## config.mk

```make
export PLATFORM = sky130hd
export DESIGN_NAME = msr_ctrl
export DESIGN_NICKNAME = d
export VERILOG_FILES = /design/src/sv/msr_pkg.sv /design/src/sv/msr_ctrl.sv
export SDC_FILE = /design/constraint.sdc
export NUM_CORES = 1
export LEC_CHECK = 0
export BUFFER_PORTS_ARGS = -buffer_cell sky130_fd_sc_hd__buf_4
export CORE_UTILIZATION = 44
export DETAILED_ROUTE_END_ITERATION = 8
export PLACE_DENSITY = 0.85
export SKIP_CTS_REPAIR_TIMING = 1
export SLEW_MARGIN = 5
export SYNTH_ARGS = -nofsm -noshare
export SYNTH_HDL_FRONTEND = slang
export SYNTH_SLANG_ARGS = --single-unit
```

## constraint.sdc

```tcl
create_clock -name clk_i -period 1.8 [get_ports clk_i]
set_clock_uncertainty 0.05 [all_clocks]
set_input_delay 0.45 -clock clk_i [delete_from_list [all_inputs] [get_ports clk_i]]
set_output_delay 0.45 -clock clk_i [all_outputs]
set_load 0.1 [all_outputs]
```

## src/sv/msr_pkg.sv

```systemverilog
// ----------------------------------------------------------------------------
// msr_pkg
// Shared types, widths, codes and the residue mapping for the sequence
// reweighting block.
// ----------------------------------------------------------------------------
package msr_pkg;

  localparam int unsigned CODE_W = 5;
  localparam int unsigned CNT_W  = 9;
  localparam int unsigned WGT_W  = 17;
  localparam int unsigned NEFF_W = 25;
  localparam int unsigned CFG_W  = 17;
  localparam int unsigned REG_W  = 9;
  localparam int unsigned IDX_W  = 2;
  localparam int unsigned RES_W  = 8;
  localparam int unsigned ROWQ_W = 8;

  localparam logic [WGT_W-1:0] ONE_Q16 = 17'h10000;

  localparam logic [IDX_W-1:0] CFG_NUM_COLS  = 2'd0;
  localparam logic [IDX_W-1:0] CFG_NUM_ROWS  = 2'd1;
  localparam logic [IDX_W-1:0] CFG_THRESHOLD = 2'd2;

  localparam logic [REG_W-1:0] COLS_RESET = 9'd256;
  localparam logic [REG_W-1:0] ROWS_RESET = 9'd256;
  localparam logic [CFG_W-1:0] THR_RESET  = 17'd52429;

  typedef enum logic [3:0] {
    OP_NONE,
    OP_LOAD,
    OP_Q_RD,
    OP_Q_DIV,
    OP_INIT_START,
    OP_INIT,
    OP_ROW_RD,
    OP_ROW_SET,
    OP_COL,
    OP_EVAL,
    OP_J_WR,
    OP_J_NEXT,
    OP_ROW_END,
    OP_ROW_ACC,
    OP_FINISH
  } dp_op_e;

  typedef enum logic [1:0] {
    OUT_NONE,
    OUT_ZERO,
    OUT_QUERY
  } out_sel_e;

  typedef struct packed {
    dp_op_e   op;
    out_sel_e out_sel;
  } cmd_t;

  typedef struct packed {
    logic out_free;
    logic last_pos;
    logic query_ok;
    logic i_last;
    logic j_last;
    logic col_last;
    logic neighbour;
    logic div_busy;
  } stat_t;

  function automatic logic [CODE_W-1:0] residue_code(input logic [RES_W-1:0] ch);
    logic [CODE_W-1:0] code;
    code = '0;
    unique case (ch)
      8'h41: code = 5'd1;
      8'h43: code = 5'd2;
      8'h44: code = 5'd3;
      8'h45: code = 5'd4;
      8'h46: code = 5'd5;
      8'h47: code = 5'd6;
      8'h48: code = 5'd7;
      8'h49: code = 5'd8;
      8'h4B: code = 5'd9;
      8'h4C: code = 5'd10;
      8'h4D: code = 5'd11;
      8'h4E: code = 5'd12;
      8'h50: code = 5'd13;
      8'h51: code = 5'd14;
      8'h52: code = 5'd15;
      8'h53: code = 5'd16;
      8'h54: code = 5'd17;
      8'h56: code = 5'd18;
      8'h57: code = 5'd19;
      8'h59: code = 5'd20;
      default: code = '0;
    endcase
    return code;
  endfunction

endpackage

```

## src/sv/msr_ctrl.sv

```systemverilog
// ----------------------------------------------------------------------------
// msr_ctrl
// Sequencer for loading, queries and the pairwise compute pass.
// ----------------------------------------------------------------------------
module msr_ctrl
  import msr_pkg::*;
(
  input  logic  clk_i,
  input  logic  rst_ni,
  input  logic  in_valid_i,
  input  logic  in_func_i,
  output logic  in_ready_o,
  input  stat_t stat_i,
  output cmd_t  cmd_o
);

  typedef enum logic [3:0] {
    S_IDLE,
    S_QRD,
    S_QDIV,
    S_CSTART,
    S_INIT,
    S_ROWRD,
    S_ROWSET,
    S_COL,
    S_DRAIN,
    S_EVAL,
    S_JWR,
    S_JNEXT,
    S_ROWEND,
    S_ROWDIV,
    S_FIN
  } state_e;

  state_e state_q, state_d;

  assign in_ready_o = (state_q == S_IDLE) && stat_i.out_free;

  always_comb begin
    state_d       = state_q;
    cmd_o.op      = OP_NONE;
    cmd_o.out_sel = OUT_NONE;
    unique case (state_q)
      S_IDLE: begin
        if (in_valid_i && in_ready_o) begin
          if (!in_func_i) begin
            cmd_o.op = OP_LOAD;
            if (stat_i.last_pos) begin
              state_d = S_CSTART;
            end else begin
              cmd_o.out_sel = OUT_ZERO;
            end
          end else if (stat_i.query_ok) begin
            cmd_o.op = OP_Q_RD;
            state_d  = S_QRD;
          end else begin
            cmd_o.out_sel = OUT_ZERO;
          end
        end
      end
      S_QRD: begin
        cmd_o.op = OP_Q_DIV;
        state_d  = S_QDIV;
      end
      S_QDIV: begin
        if (!stat_i.div_busy) begin
          cmd_o.out_sel = OUT_QUERY;
          state_d       = S_IDLE;
        end
      end
      S_CSTART: begin
        cmd_o.op = OP_INIT_START;
        state_d  = S_INIT;
      end
      S_INIT: begin
        cmd_o.op = OP_INIT;
        if (stat_i.i_last) begin
          state_d = S_ROWRD;
        end
      end
      S_ROWRD: begin
        cmd_o.op = OP_ROW_RD;
        state_d  = S_ROWSET;
      end
      S_ROWSET: begin
        cmd_o.op = OP_ROW_SET;
        state_d  = stat_i.i_last ? S_ROWEND : S_COL;
      end
      S_COL: begin
        cmd_o.op = OP_COL;
        if (stat_i.col_last) begin
          state_d = S_DRAIN;
        end
      end
      S_DRAIN: state_d = S_EVAL;
      S_EVAL: begin
        cmd_o.op = OP_EVAL;
        state_d  = stat_i.neighbour ? S_JWR : S_JNEXT;
      end
      S_JWR: begin
        cmd_o.op = OP_J_WR;
        state_d  = S_JNEXT;
      end
      S_JNEXT: begin
        cmd_o.op = OP_J_NEXT;
        state_d  = stat_i.j_last ? S_ROWEND : S_COL;
      end
      S_ROWEND: begin
        cmd_o.op = OP_ROW_END;
        state_d  = S_ROWDIV;
      end
      S_ROWDIV: begin
        if (!stat_i.div_busy) begin
          cmd_o.op = OP_ROW_ACC;
          state_d  = stat_i.i_last ? S_FIN : S_ROWRD;
        end
      end
      S_FIN: begin
        cmd_o.op      = OP_FINISH;
        cmd_o.out_sel = OUT_ZERO;
        state_d       = S_IDLE;
      end
      default: state_d = S_IDLE;
    endcase
  end

  always_ff @(posedge clk_i or negedge rst_ni) begin
    if (!rst_ni) begin
      state_q <= S_IDLE;
    end else begin
      state_q <= state_d;
    end
  end

endmodule

```

==> metrics, run 1 <==
Sink Count=4; ys async rst share=100%; GPL Wtd Cong=0.921; DPL Wire Length=1.65 mm; number of synthesized flops with an enable pin=0; main combinational cell family by area after synthesis=compound AO/OA/AOI/OAI gates; fraction of the mapped netlist area in simple logic gates=26.0%; sequential share of the synthesized area=16.7%; Netlist cell types=37; Die W=38.9 um; Post-Syn Nets=95; clock buffer depth=2; largest net degree at the start of global routing=15; clk root buf=clkbuf_4; biggest area consumer among synthesized cells=dfrtp_1; top-area cell type share of the netlist area=16.7%; row cnt=12; Mean Syn Cell Area=7.24 um2; Commonest cells post-synth=a21oi_1, o21ai_0, nor2_1, inv_1, nand2_1; starting density of the core=50.6%; ranking of synthesized cells by area=dfrtp_1, a21oi_1, o21ai_0, a2111oi_4, nor2_1; adder-cell share of the synthesized area=0%; Synth Area in XOR/XNOR=0%; post-GRT worst EP=cmd_o[0]; Gate Count Post-Synth=83; failing step=5_1_grt; Num CTS Buffers=3; count of state elements after synthesis=4; PortBufs=18; die height=38.9 um; worst endpoint type=primary output; IO Count=19; yosys synthesis warning count=0; Compound-Gate Fraction of Synth Area=42.7%; Synth Cell Area=601 um2; Synth Flop Type=dfrtp_1; outcome=stopped before the end; Err=[ERROR DPL-0038] Utilization greater than 100%, impossible to legalize; post-synthesis mux area share=4.17%; htree depth=1
==> per-stage QoR <==
step	setup slack, ns	utilization, %	area, um2	cells	hold WS [ns]
3_3_place_gp	-0.106	82.4	977	130	0.195
4_1_cts	-0.326	84.3	1000	133	-0.0542
3_5_place_dp	-0.162	82.4	977	130	0.197
2_1_floorplan	-0.240	-	731	83	0.104
==> kinds of logic after synthesis <==
group | after synthesis
muxes | 2
buffers and inverters | 13
AOI/OAI and AO/OA | 35
and+or+nand+nor | 29
DFF | 4
==> inputs of run 2 (changes only) <==
--- a/config.mk
+++ b/config.mk
@@ -6,9 +6,10 @@
 export NUM_CORES = 1
 export LEC_CHECK = 0
 export BUFFER_PORTS_ARGS = -buffer_cell sky130_fd_sc_hd__buf_4
-export CORE_UTILIZATION = 44
+export CORE_AREA = 2 2 63 65
 export DETAILED_ROUTE_END_ITERATION = 8
-export PLACE_DENSITY = 0.85
+export DIE_AREA = 0 0 65 67
+export PLACE_DENSITY_LB_ADDON = 0.15
 export SKIP_CTS_REPAIR_TIMING = 1
 export SLEW_MARGIN = 5
 export SYNTH_ARGS = -nofsm -noshare
==> constraint.sdc (replaced) <==
create_clock -name clk_i -period 2.3 [get_ports clk_i]
set_clock_uncertainty 0.05 [all_clocks]
set_input_delay 0.575 -clock clk_i [delete_from_list [all_inputs] [get_ports clk_i]]
set_output_delay 0.575 -clock clk_i [all_outputs]
set_load 0.1 [all_outputs]
==> run 2 against run 1 <==
Against the previous run: the run now ends clean; synthesized cell count is the same; synthesized area stayed put.
==> metrics, run 2 <==
Mean Syn Cell Area=7.24 um2 (unchanged); yosys synthesis warning count=0 (unchanged); final net count=119; ys async rst share=100% (unchanged); Sink Count=4 (unchanged); clock buffer depth=2 (unchanged); ranking of synthesized cells by area=dfrtp_1, a21oi_1, o21ai_0, a2111oi_4, nor2_1 (unchanged); ant diodes=0; Synth Flop Type=dfrtp_1 (unchanged); Period minus WS final=2.18 ns; Netlist cell types=37 (unchanged); crit path max fanout=7; vias in the first global route=641; die height=67 um (was 38.9 um); DRT Wirelength=1.78 mm; Routed Antenna Nets=0; fmax=0.459 GHz; outcome=finished clean (was stopped before the end); clk root buf=clkbuf_8 (was clkbuf_4); worst slew pin tran=0.370 ns; sequential share of the synthesized area=16.7% (unchanged); most common cell after layout, fill and taps aside=buf_4; initial antenna violation count=0; RSZ-0062 raised after global routing=true; Vias=670; area added between synthesis and finish=50.0%; IO Count=19 (unchanged); GPL Wtd Cong=0.723 (was 0.921); most frequent cells in the layout=buf_4, a21oi_1, o21ai_0; crit end category=primary output; worst path arrival time=1.55 ns; Regs by FF count=state_q (4); Max Cap Violations=0; Post-Syn Nets=95 (unchanged); Total GRT Usage=8.65%; Final period util=94.7%; global-route wire length before repair=2.95 mm; top-area cell type share of the netlist area=16.7% (unchanged); biggest area consumer among synthesized cells=dfrtp_1 (unchanged); Num CTS Buffers=3 (unchanged); worst-skew pair later-pin latency=0.22 ns; initial DRC count=57; max reg flops=4; htree depth=1 (unchanged); PortBufs=18 (unchanged); kind of critical path=flop to primary output; Commonest cells post-synth=a21oi_1, o21ai_0, nor2_1, inv_1, nand2_1 (unchanged); count of state elements after synthesis=4 (unchanged); slew margin rel.=75.3%; starting density of the core=16.7% (was 50.6%); Residual DRC=0; Pre-antenna DRT Iters=4; number of synthesized flops with an enable pin=0 (unchanged); DPL Wire Length=1.48 mm (was 1.65 mm); Slew Limit Fails=0; WP data required=1.67 ns; Top reg by flops=state_q; Die W=65 um (was 38.9 um); CTS tree=built; Final Util=25.0%; setup violators final=0; row cnt=22 (was 12); clk slew on worst S/H paths=0.03 ns; Synth Cell Area=601 um2 (unchanged); mean routed wirelength per cell=11.6 um; endpoints failing hold=0; startpoint types=flop; largest net degree at the start of global routing=14; proportion of layout cells with a drive suffix above 1=40.0%; Gate Count Post-Synth=83 (unchanged); grt ovf=0; vias per inst=4.38; core area=0.00361 mm2; Die ar.=0.00436 mm2; HP Class=input port to asynchronous set/reset pin
-- run 2: cell counts after synthesis --
No cell type changed its count.
-- run 2: worst max-delay path, cell delays in order, from the launching register on --
cell	delay, ns
dfrtp_1	0.42
buf_4	0.18
o21ai_0	0.15
nand2_1	0.09
o21ai_0	0.11
o2bb2ai_2	0.14
buf_6	0.24
-- run 2: path summary, 6_finish.rpt --
check	start	end	slack [ns]	cells after the start
worst max-delay path	state_q[1]$_DFFE_PN0P_	cmd_o[5]	0.12	6
worst max register to register	state_q[1]$_DFFE_PN0P_	state_q[3]$_DFFE_PN0P_	0.32	5
min in group clk_i	state_q[2]$_DFFE_PN0P_	state_q[2]$_DFFE_PN0P_	0.63	2
worst min register to register	state_q[2]$_DFFE_PN0P_	state_q[2]$_DFFE_PN0P_	0.63	2
max in group asynchronous	rst_ni	state_q[0]$_DFFE_PN0P_	1.99	1
worst min-delay path	rst_ni	state_q[1]$_DFFE_PN0P_	0.1	1
-- run 2: routing by layer --
layer	GRT usage [%]	up-vias	share of wire [%]
met4	1.60	0	0
li1	-	351	-
met1	10.6	303	45
met2	15.5	16	50
met5	0	-	0
met3	2.03	0	5.0
-- run 2: layout make-up --
cell class / count / area [um2]
Timing Repair Buffer: 27 / 210
Tap cell: 48 / 60.1
Inverter: 5 / 18.8
Sequential cell: 4 / 101
Clock buffer: 3 / 41.3
Multi-Input combinational cell: 66 / 469
Fill cell: 409 / 2710
-- run 2: cell families after synthesis --
kind of cell           share of synthesized area, %
DFF                                            16.7
AOI/OAI and AO/OA                              42.7
muxes                                          4.17
and+or+nand+nor                                26.0
buffers and inverters                          10.4
-- run 2: per-stage QoR --
| stage | setup WS [ns] | hold WS [ns] | cells | cell area (um2) | TNS (ns) |
|---|---|---|---|---|---|
| 2_1_floorplan | -0.249 | 0.229 | 83 | 632 | -0.829 |
| 3_3_place_gp | 0.192 | 0.322 | 150 | 851 | 0 |
| 3_5_place_dp | 0.169 | 0.323 | 150 | 851 | 0 |
| 4_1_cts | 0.00572 | 0.0935 | 153 | 892 | 0 |
| 5_1_grt | -0.0259 | 0.0967 | 153 | 901 | -0.0259 |
| 6_report | 0.121 | 0.0969 | 153 | 901 | 0 |
Power of run 2 is not shown: default switching activity piles up to over one toggle a cycle in this logic, so the estimate is an artifact.
==> inputs of run 3 (changes only) <==
--- a/config.mk
+++ b/config.mk
@@ -5,10 +5,12 @@
 export SDC_FILE = /design/constraint.sdc
 export NUM_CORES = 1
 export LEC_CHECK = 0
+export ABC_AREA = 1
 export BUFFER_PORTS_ARGS = -buffer_cell sky130_fd_sc_hd__buf_4
 export CORE_AREA = 2 2 63 65
 export DETAILED_ROUTE_END_ITERATION = 8
 export DIE_AREA = 0 0 65 67
+export HOLD_SLACK_MARGIN = 0.05
 export PLACE_DENSITY_LB_ADDON = 0.15
 export SKIP_CTS_REPAIR_TIMING = 1
 export SLEW_MARGIN = 5
==> run 3 against run 2 <==
Against the previous run: sequential cell count did not move; critical path depth fell by 1; maximum frequency fell by 1.5%; cell count rose by 24%; register-to-register slack improved by 0.54 ns; die area did not move; highest routed layer is now met4.
==> metrics, run 3 <==
core area=0.00361 mm2 (unchanged); leakage power=0.523 nW; starting density of the core=17.9% (was 16.7%); VDD IR max=384 uV; max reg flops=4 (unchanged); GPL Wtd Cong=0.855 (was 0.723); IO Count=19 (unchanged); worst path arrival time=1.59 ns (was 1.55 ns); Residual DRC=0 (unchanged); slew margin rel.=81.6% (was 75.3%); htree depth=1 (unchanged); Sink Count=4 (unchanged); Total GRT Usage=9.62% (was 8.65%); mean routed wirelength per cell=10.4 um (was 11.6 um); Final period util=96.2% (was 94.7%); final net count=156 (was 119); PnR worst setup slack=0.0878 ns (was 0.121 ns); worst slew pin tran=0.278 ns (was 0.370 ns); largest net degree at the start of global routing=9 (was 14); clk slew on worst S/H paths=0.03 ns (about the same); Die ar.=0.00436 mm2 (unchanged); area added between synthesis and finish=46.1% (was 50.0%); Regs by FF count=state_q (4) (unchanged); vias per inst=4.12 (was 4.38); most common cell after layout, fill and taps aside=nand2_1 (was buf_4); biggest area consumer among synthesized cells=nand2_1 (was dfrtp_1); global-route wire length before repair=3.17 mm (was 2.95 mm); Switch Pwr=0.989 mW; DPL Wire Length=1.68 mm (was 1.48 mm); proportion of layout cells with a drive suffix above 1=33.1% (was 40.0%); worst r2r path cells=9 (was 5); switch share=63.1%; Int Pwr=0.578 mW; outcome=finished clean (unchanged); initial DRC count=12 (was 57); row cnt=22 (unchanged); Gate Count Post-Synth=118 (was 83); Die W=65 um (unchanged); Synth Flop Type=dfrtp_1 (unchanged); clk root buf=clkbuf_8 (unchanged); dpl ws=0.169 ns (about the same); crit end category=primary output (unchanged); ranking of synthesized cells by area=nand2_1, dfrtp_1, inv_1, nor2_1, nand3_1 (was dfrtp_1, a21oi_1, o21ai_0, a2111oi_4, nor2_1); number of synthesized flops with an enable pin=0 (unchanged); clock buffer depth=2 (unchanged); Top reg by flops=state_q (unchanged); worst-skew pair later-pin latency=0.22 ns (about the same); kind of critical path=flop to primary output (unchanged); Post-Syn Nets=130 (was 95); setup violators final=0 (unchanged); Vias=783 (was 670); ys async rst share=100% (unchanged); Num CTS Buffers=3 (unchanged); Clock power frac=9.3%; sequential share of the synthesized area=15.5% (was 16.7%); most frequent cells in the layout=nand2_1, inv_1, buf_4 (was buf_4, a21oi_1, o21ai_0); initial antenna violation count=0 (unchanged); Mean Syn Cell Area=5.47 um2 (was 7.24 um2); startpoint types=flop (unchanged); fmax=0.452 GHz (was 0.459 GHz); Slew Limit Fails=0 (unchanged); HP Class=input port to asynchronous set/reset pin (unchanged); yosys synthesis warning count=0 (unchanged); count of state elements after synthesis=4 (unchanged); CTS tree=built (unchanged); Comb power frac=79.5%; total power=1.57 mW; Commonest cells post-synth=nand2_1, inv_1, nor2_1, nand3_1, o21ai_0 (was a21oi_1, o21ai_0, nor2_1, inv_1, nand2_1); ant diodes=0 (unchanged); Period minus WS final=2.21 ns (was 2.18 ns); Max Cap Violations=0 (unchanged); most common cell in the netlist=nand2_1; Cell Pwr Density=1660 mW/mm2; PortBufs=18 (unchanged); crit path max fanout=8 (was 7); grt ovf=0 (unchanged); top-area cell type share of the netlist area=22.1% (was 16.7%); Pre-antenna DRT Iters=4 (unchanged); Routed Antenna Nets=0 (unchanged); Netlist cell types=20 (was 37); Filler cells=422 (was 409); die height=67 um (unchanged); Reg power frac=11.2%; DRT Wirelength=1.98 mm (was 1.78 mm); WP data required=1.67 ns (about the same); vias in the first global route=738 (was 641); Synth Cell Area=646 um2 (was 601 um2); endpoints failing hold=0 (unchanged)
## run 3: cell types whose count changed after synthesis, sizes merged, moves of 3 or more
cell | before | now
nand2 | 5 | 40
clkbuf | 3 | 0
inv | 5 | 21
nor2 | 7 | 24
buf | 5 | 1
o21ai | 11 | 7
nand3 | 2 | 15
a21oi | 11 | 2
## run 3: per-stage QoR
step	TNS (ns)	cells	utilization, %	cell area [um2]	hold WS (ns)
2_1_floorplan	-0.784	118	-	659	0.229
3_3_place_gp	0	187	24.1	870	0.320
3_5_place_dp	0	187	24.1	870	0.321
4_1_cts	-0.184	190	25.3	911	0.0911
5_1_grt	-0.00661	190	26.2	943	0.0916
6_report	0	190	26.2	943	0.0955
## run 3: layout make-up
| type | instances | area (um2) | share of cell area (%) |
|---|---|---|---|
| multi-input combinational | 92 | 479 | 50.8 |
| timing repair buffer | 22 | 180 | 19.1 |
| sequential | 4 | 104 | 11.0 |
| inverter | 21 | 78.8 | 8.36 |
| tap | 48 | 60.1 | 6.37 |
| clock buffer | 3 | 41.3 | 4.38 |
## run 3: final timing paths
kind,slack [ns],start,end
min,0.1,rst_ni,state_q[1]$_DFFE_PN0P_
max reg2reg,0.86,state_q[3]$_DFFE_PN0P_,state_q[2]$_DFFE_PN0P_
min reg2reg,0.52,state_q[2]$_DFFE_PN0P_,state_q[2]$_DFFE_PN0P_
max in group asynchronous,1.99,rst_ni,state_q[2]$_DFFE_PN0P_
min in group clk_i,0.52,state_q[2]$_DFFE_PN0P_,state_q[2]$_DFFE_PN0P_
max,0.09,state_q[0]$_DFFE_PN0P_,cmd_o[3]
## run 3: power by group through the flow
stage               sequential [mW]  combinational [mW]  clock (mW)
global placement              0.168                1.21           0
floorplan                     0.136               0.973           0
finish                        0.176                1.25       0.146
detailed placement            0.166                1.20           0
CTS                           0.166                1.21       0.151
global route                  0.183                1.34       0.158
## run 3: metal layers
| layer | vias up | GRT usage, % | wire, um |
|---|---|---|---|
| met5 | - | 0 | 0 |
| met4 | 0 | 4.79 | 10 |
| met2 | 12 | 17.9 | 1060 |
| met1 | 352 | 10.9 | 851 |
| li1 | 417 | - | - |
| met3 | 2 | 0.845 | 57 |
## run 3: kinds of logic after synthesis
kind of cell | synth area share, %
AND/OR/NAND/NOR | 58.1
buffers and inverters | 14.5
flip-flops | 15.5
AO/OA/AOI/OAI | 11.8
## run 3: critical path, cell delays in order, from the launching register on
cell and delay, ns:
dfrtp_2 0.49, nand2_1 0.17, inv_1 0.16, nand2_1 0.12, o2111ai_2 0.11, buf_4 0.32
Note: power is estimated with default switching activity, not from simulation.
==> inputs of run 4 (changes only) <==
--- a/config.mk
+++ b/config.mk
@@ -11,7 +11,7 @@
 export DETAILED_ROUTE_END_ITERATION = 8
 export DIE_AREA = 0 0 65 67
 export HOLD_SLACK_MARGIN = 0.05
-export PLACE_DENSITY_LB_ADDON = 0.15
+export PLACE_DENSITY = 0.33
 export SKIP_CTS_REPAIR_TIMING = 1
 export SLEW_MARGIN = 5
 export SYNTH_ARGS = -nofsm -noshare
==> run 4 against run 3 <==
Against the previous run: maximum frequency is 0.55% higher; critical endpoint is now cmd_o[5]; die area unchanged; clock-buffer cell count unchanged; sequential power is essentially flat; wire length increased by 1.1%; clock power about the same; sequential cell count stayed put; global-route usage is 0.061 points lower; largest power group unchanged; total power up 2.9%; setup slack improved by 0.012 ns.
==> metrics, run 4 (synthesized netlist as in run 3, its figures left out) <==
most common cell after layout, fill and taps aside=nand2_1 (unchanged); dpl ws=0.169 ns (about the same); Sink Count=4 (unchanged); row cnt=22 (unchanged); DRT Wirelength=2.01 mm (was 1.98 mm); Residual DRC=0 (unchanged); vias per inst=4.11 (was 4.12); area added between synthesis and finish=49.0% (was 46.1%); VDD IR max=482 uV (was 384 uV); vias in the first global route=730 (was 738); proportion of layout cells with a drive suffix above 1=34.0% (was 33.1%); Period minus WS final=2.20 ns (was 2.21 ns); grt ovf=0 (unchanged); Pre-antenna DRT Iters=4 (unchanged); leakage power=0.536 nW (was 0.523 nW); max reg flops=4 (unchanged); HP Class=input port to asynchronous set/reset pin (unchanged); WP data required=1.67 ns (about the same); outcome=finished clean (unchanged); kind of critical path=flop to primary output (unchanged); Slew Limit Fails=0 (unchanged); Regs by FF count=state_q (4) (unchanged); Cell Count, Final, Fillers Out=192 (was 190); DPL Wire Length=1.73 mm (was 1.68 mm); worst-skew pair later-pin latency=0.21 ns (was 0.22 ns); RSZ-0062 raised after global routing=false; die height=67 um (unchanged); Final Util=26.7% (was 26.2%); setup violators final=0 (unchanged); core area=0.00361 mm2 (unchanged); fmax=0.455 GHz (was 0.452 GHz); slew margin rel.=81.6% (about the same); mean routed wirelength per cell=10.4 um (about the same); Vias=790 (was 783); Max Cap Violations=0 (unchanged); Switch Pwr=1.00 mW (was 0.989 mW); crit path max fanout=4 (was 8); Reg power frac=11.1% (was 11.2%); crit end category=primary output (unchanged); switch share=62.1% (was 63.1%); Total GRT Usage=9.55% (was 9.62%); largest net degree at the start of global routing=9 (unchanged); IO Count=19 (unchanged); starting density of the core=17.9% (unchanged); clk slew on worst S/H paths=0.03 ns (about the same); htree depth=1 (unchanged); Int Pwr=0.611 mW (was 0.578 mW); endpoints failing hold=0 (unchanged); most frequent cells in the layout=nand2_1, inv_1, buf_4 (unchanged); initial antenna violation count=0 (unchanged); worst slew pin tran=0.278 ns (about the same); Die W=65 um (unchanged); fin area=962 um2 (was 943 um2); Comb power frac=80.0% (was 79.5%); ant diodes=0 (unchanged); Cell Pwr Density=1680 mW/mm2 (was 1660 mW/mm2); placed instance count=189 (was 187); Clock power frac=8.9% (was 9.3%); Hold Slack=0.0998 ns (was 0.0955 ns); initial DRC count=23 (was 12); total power=1.61 mW (was 1.57 mW); setup_tns=0 ns (unchanged); clk root buf=clkbuf_8 (unchanged); PortBufs=18 (unchanged); final net count=158 (was 156); global-route wire length before repair=3.18 mm (was 3.17 mm); clock buffer depth=2 (unchanged); worst path arrival time=1.58 ns (was 1.59 ns); area post-placement=885 um2 (was 870 um2); Num CTS Buffers=3 (unchanged); PnR worst setup slack=0.0999 ns (was 0.0878 ns); reg2reg setup slack=0.83 ns (was 0.86 ns); Die ar.=0.00436 mm2 (unchanged); Top reg by flops=state_q (unchanged); Final period util=95.7% (was 96.2%); CTS tree=built (unchanged); Routed Antenna Nets=0 (unchanged); GPL Wtd Cong=0.845 (was 0.855); startpoint types=flop (unchanged)
==> run 4: worst max-delay path: stages (launching register included) <==
cell     delay [ns]
dfrtp_1        0.44
inv_2          0.14
nand2_2        0.09
nor2_2         0.13
nand2_1        0.06
o21ai_1        0.13
nor2_1         0.07
nand2_1        0.08
buf_6          0.22
==> run 4: cell type report <==
| type | instances | area [um2] |
|---|---|---|
| timing repair buffer | 24 | 204 |
| clock buffer | 3 | 41.3 |
| inverter | 21 | 78.8 |
| multi-input combinational | 92 | 474 |
| tap | 48 | 60.1 |
| sequential | 4 | 104 |
| fill | 411 | 2640 |
==> run 4: worst paths after layout <==
kind                                         from                      to  cells after the start
hold / removal                             rst_ni  state_q[2]$_DFFE_PN0P_                      1
hold reg to reg            state_q[2]$_DFFE_PN0P_  state_q[2]$_DFFE_PN0P_                      2
setup reg to reg           state_q[3]$_DFFE_PN0P_  state_q[2]$_DFFE_PN0P_                      9
setup / recovery           state_q[1]$_DFFE_PN0P_                cmd_o[5]                      8
min in group clk_i         state_q[2]$_DFFE_PN0P_  state_q[2]$_DFFE_PN0P_                      2
max in group asynchronous                  rst_ni  state_q[0]$_DFFE_PN0P_                      1
==> run 4: layer usage <==
metal | global-route usage, % | share of wire [%]
met5 | 0 | 0
met4 | 2.39 | 0.70
met3 | 1.52 | 3.5
met2 | 16.5 | 47
met1 | 12.3 | 49
==> run 4: power by group through the flow <==
stage,clock [mW],combinational (mW),sequential [mW]
3_5_place_dp,0,1.21,0.171
4_1_cts,0.149,1.22,0.170
5_1_grt,0.153,1.39,0.183
3_3_place_gp,0,1.23,0.174
2_1_floorplan,0,0.973,0.136
6_report,0.144,1.29,0.179
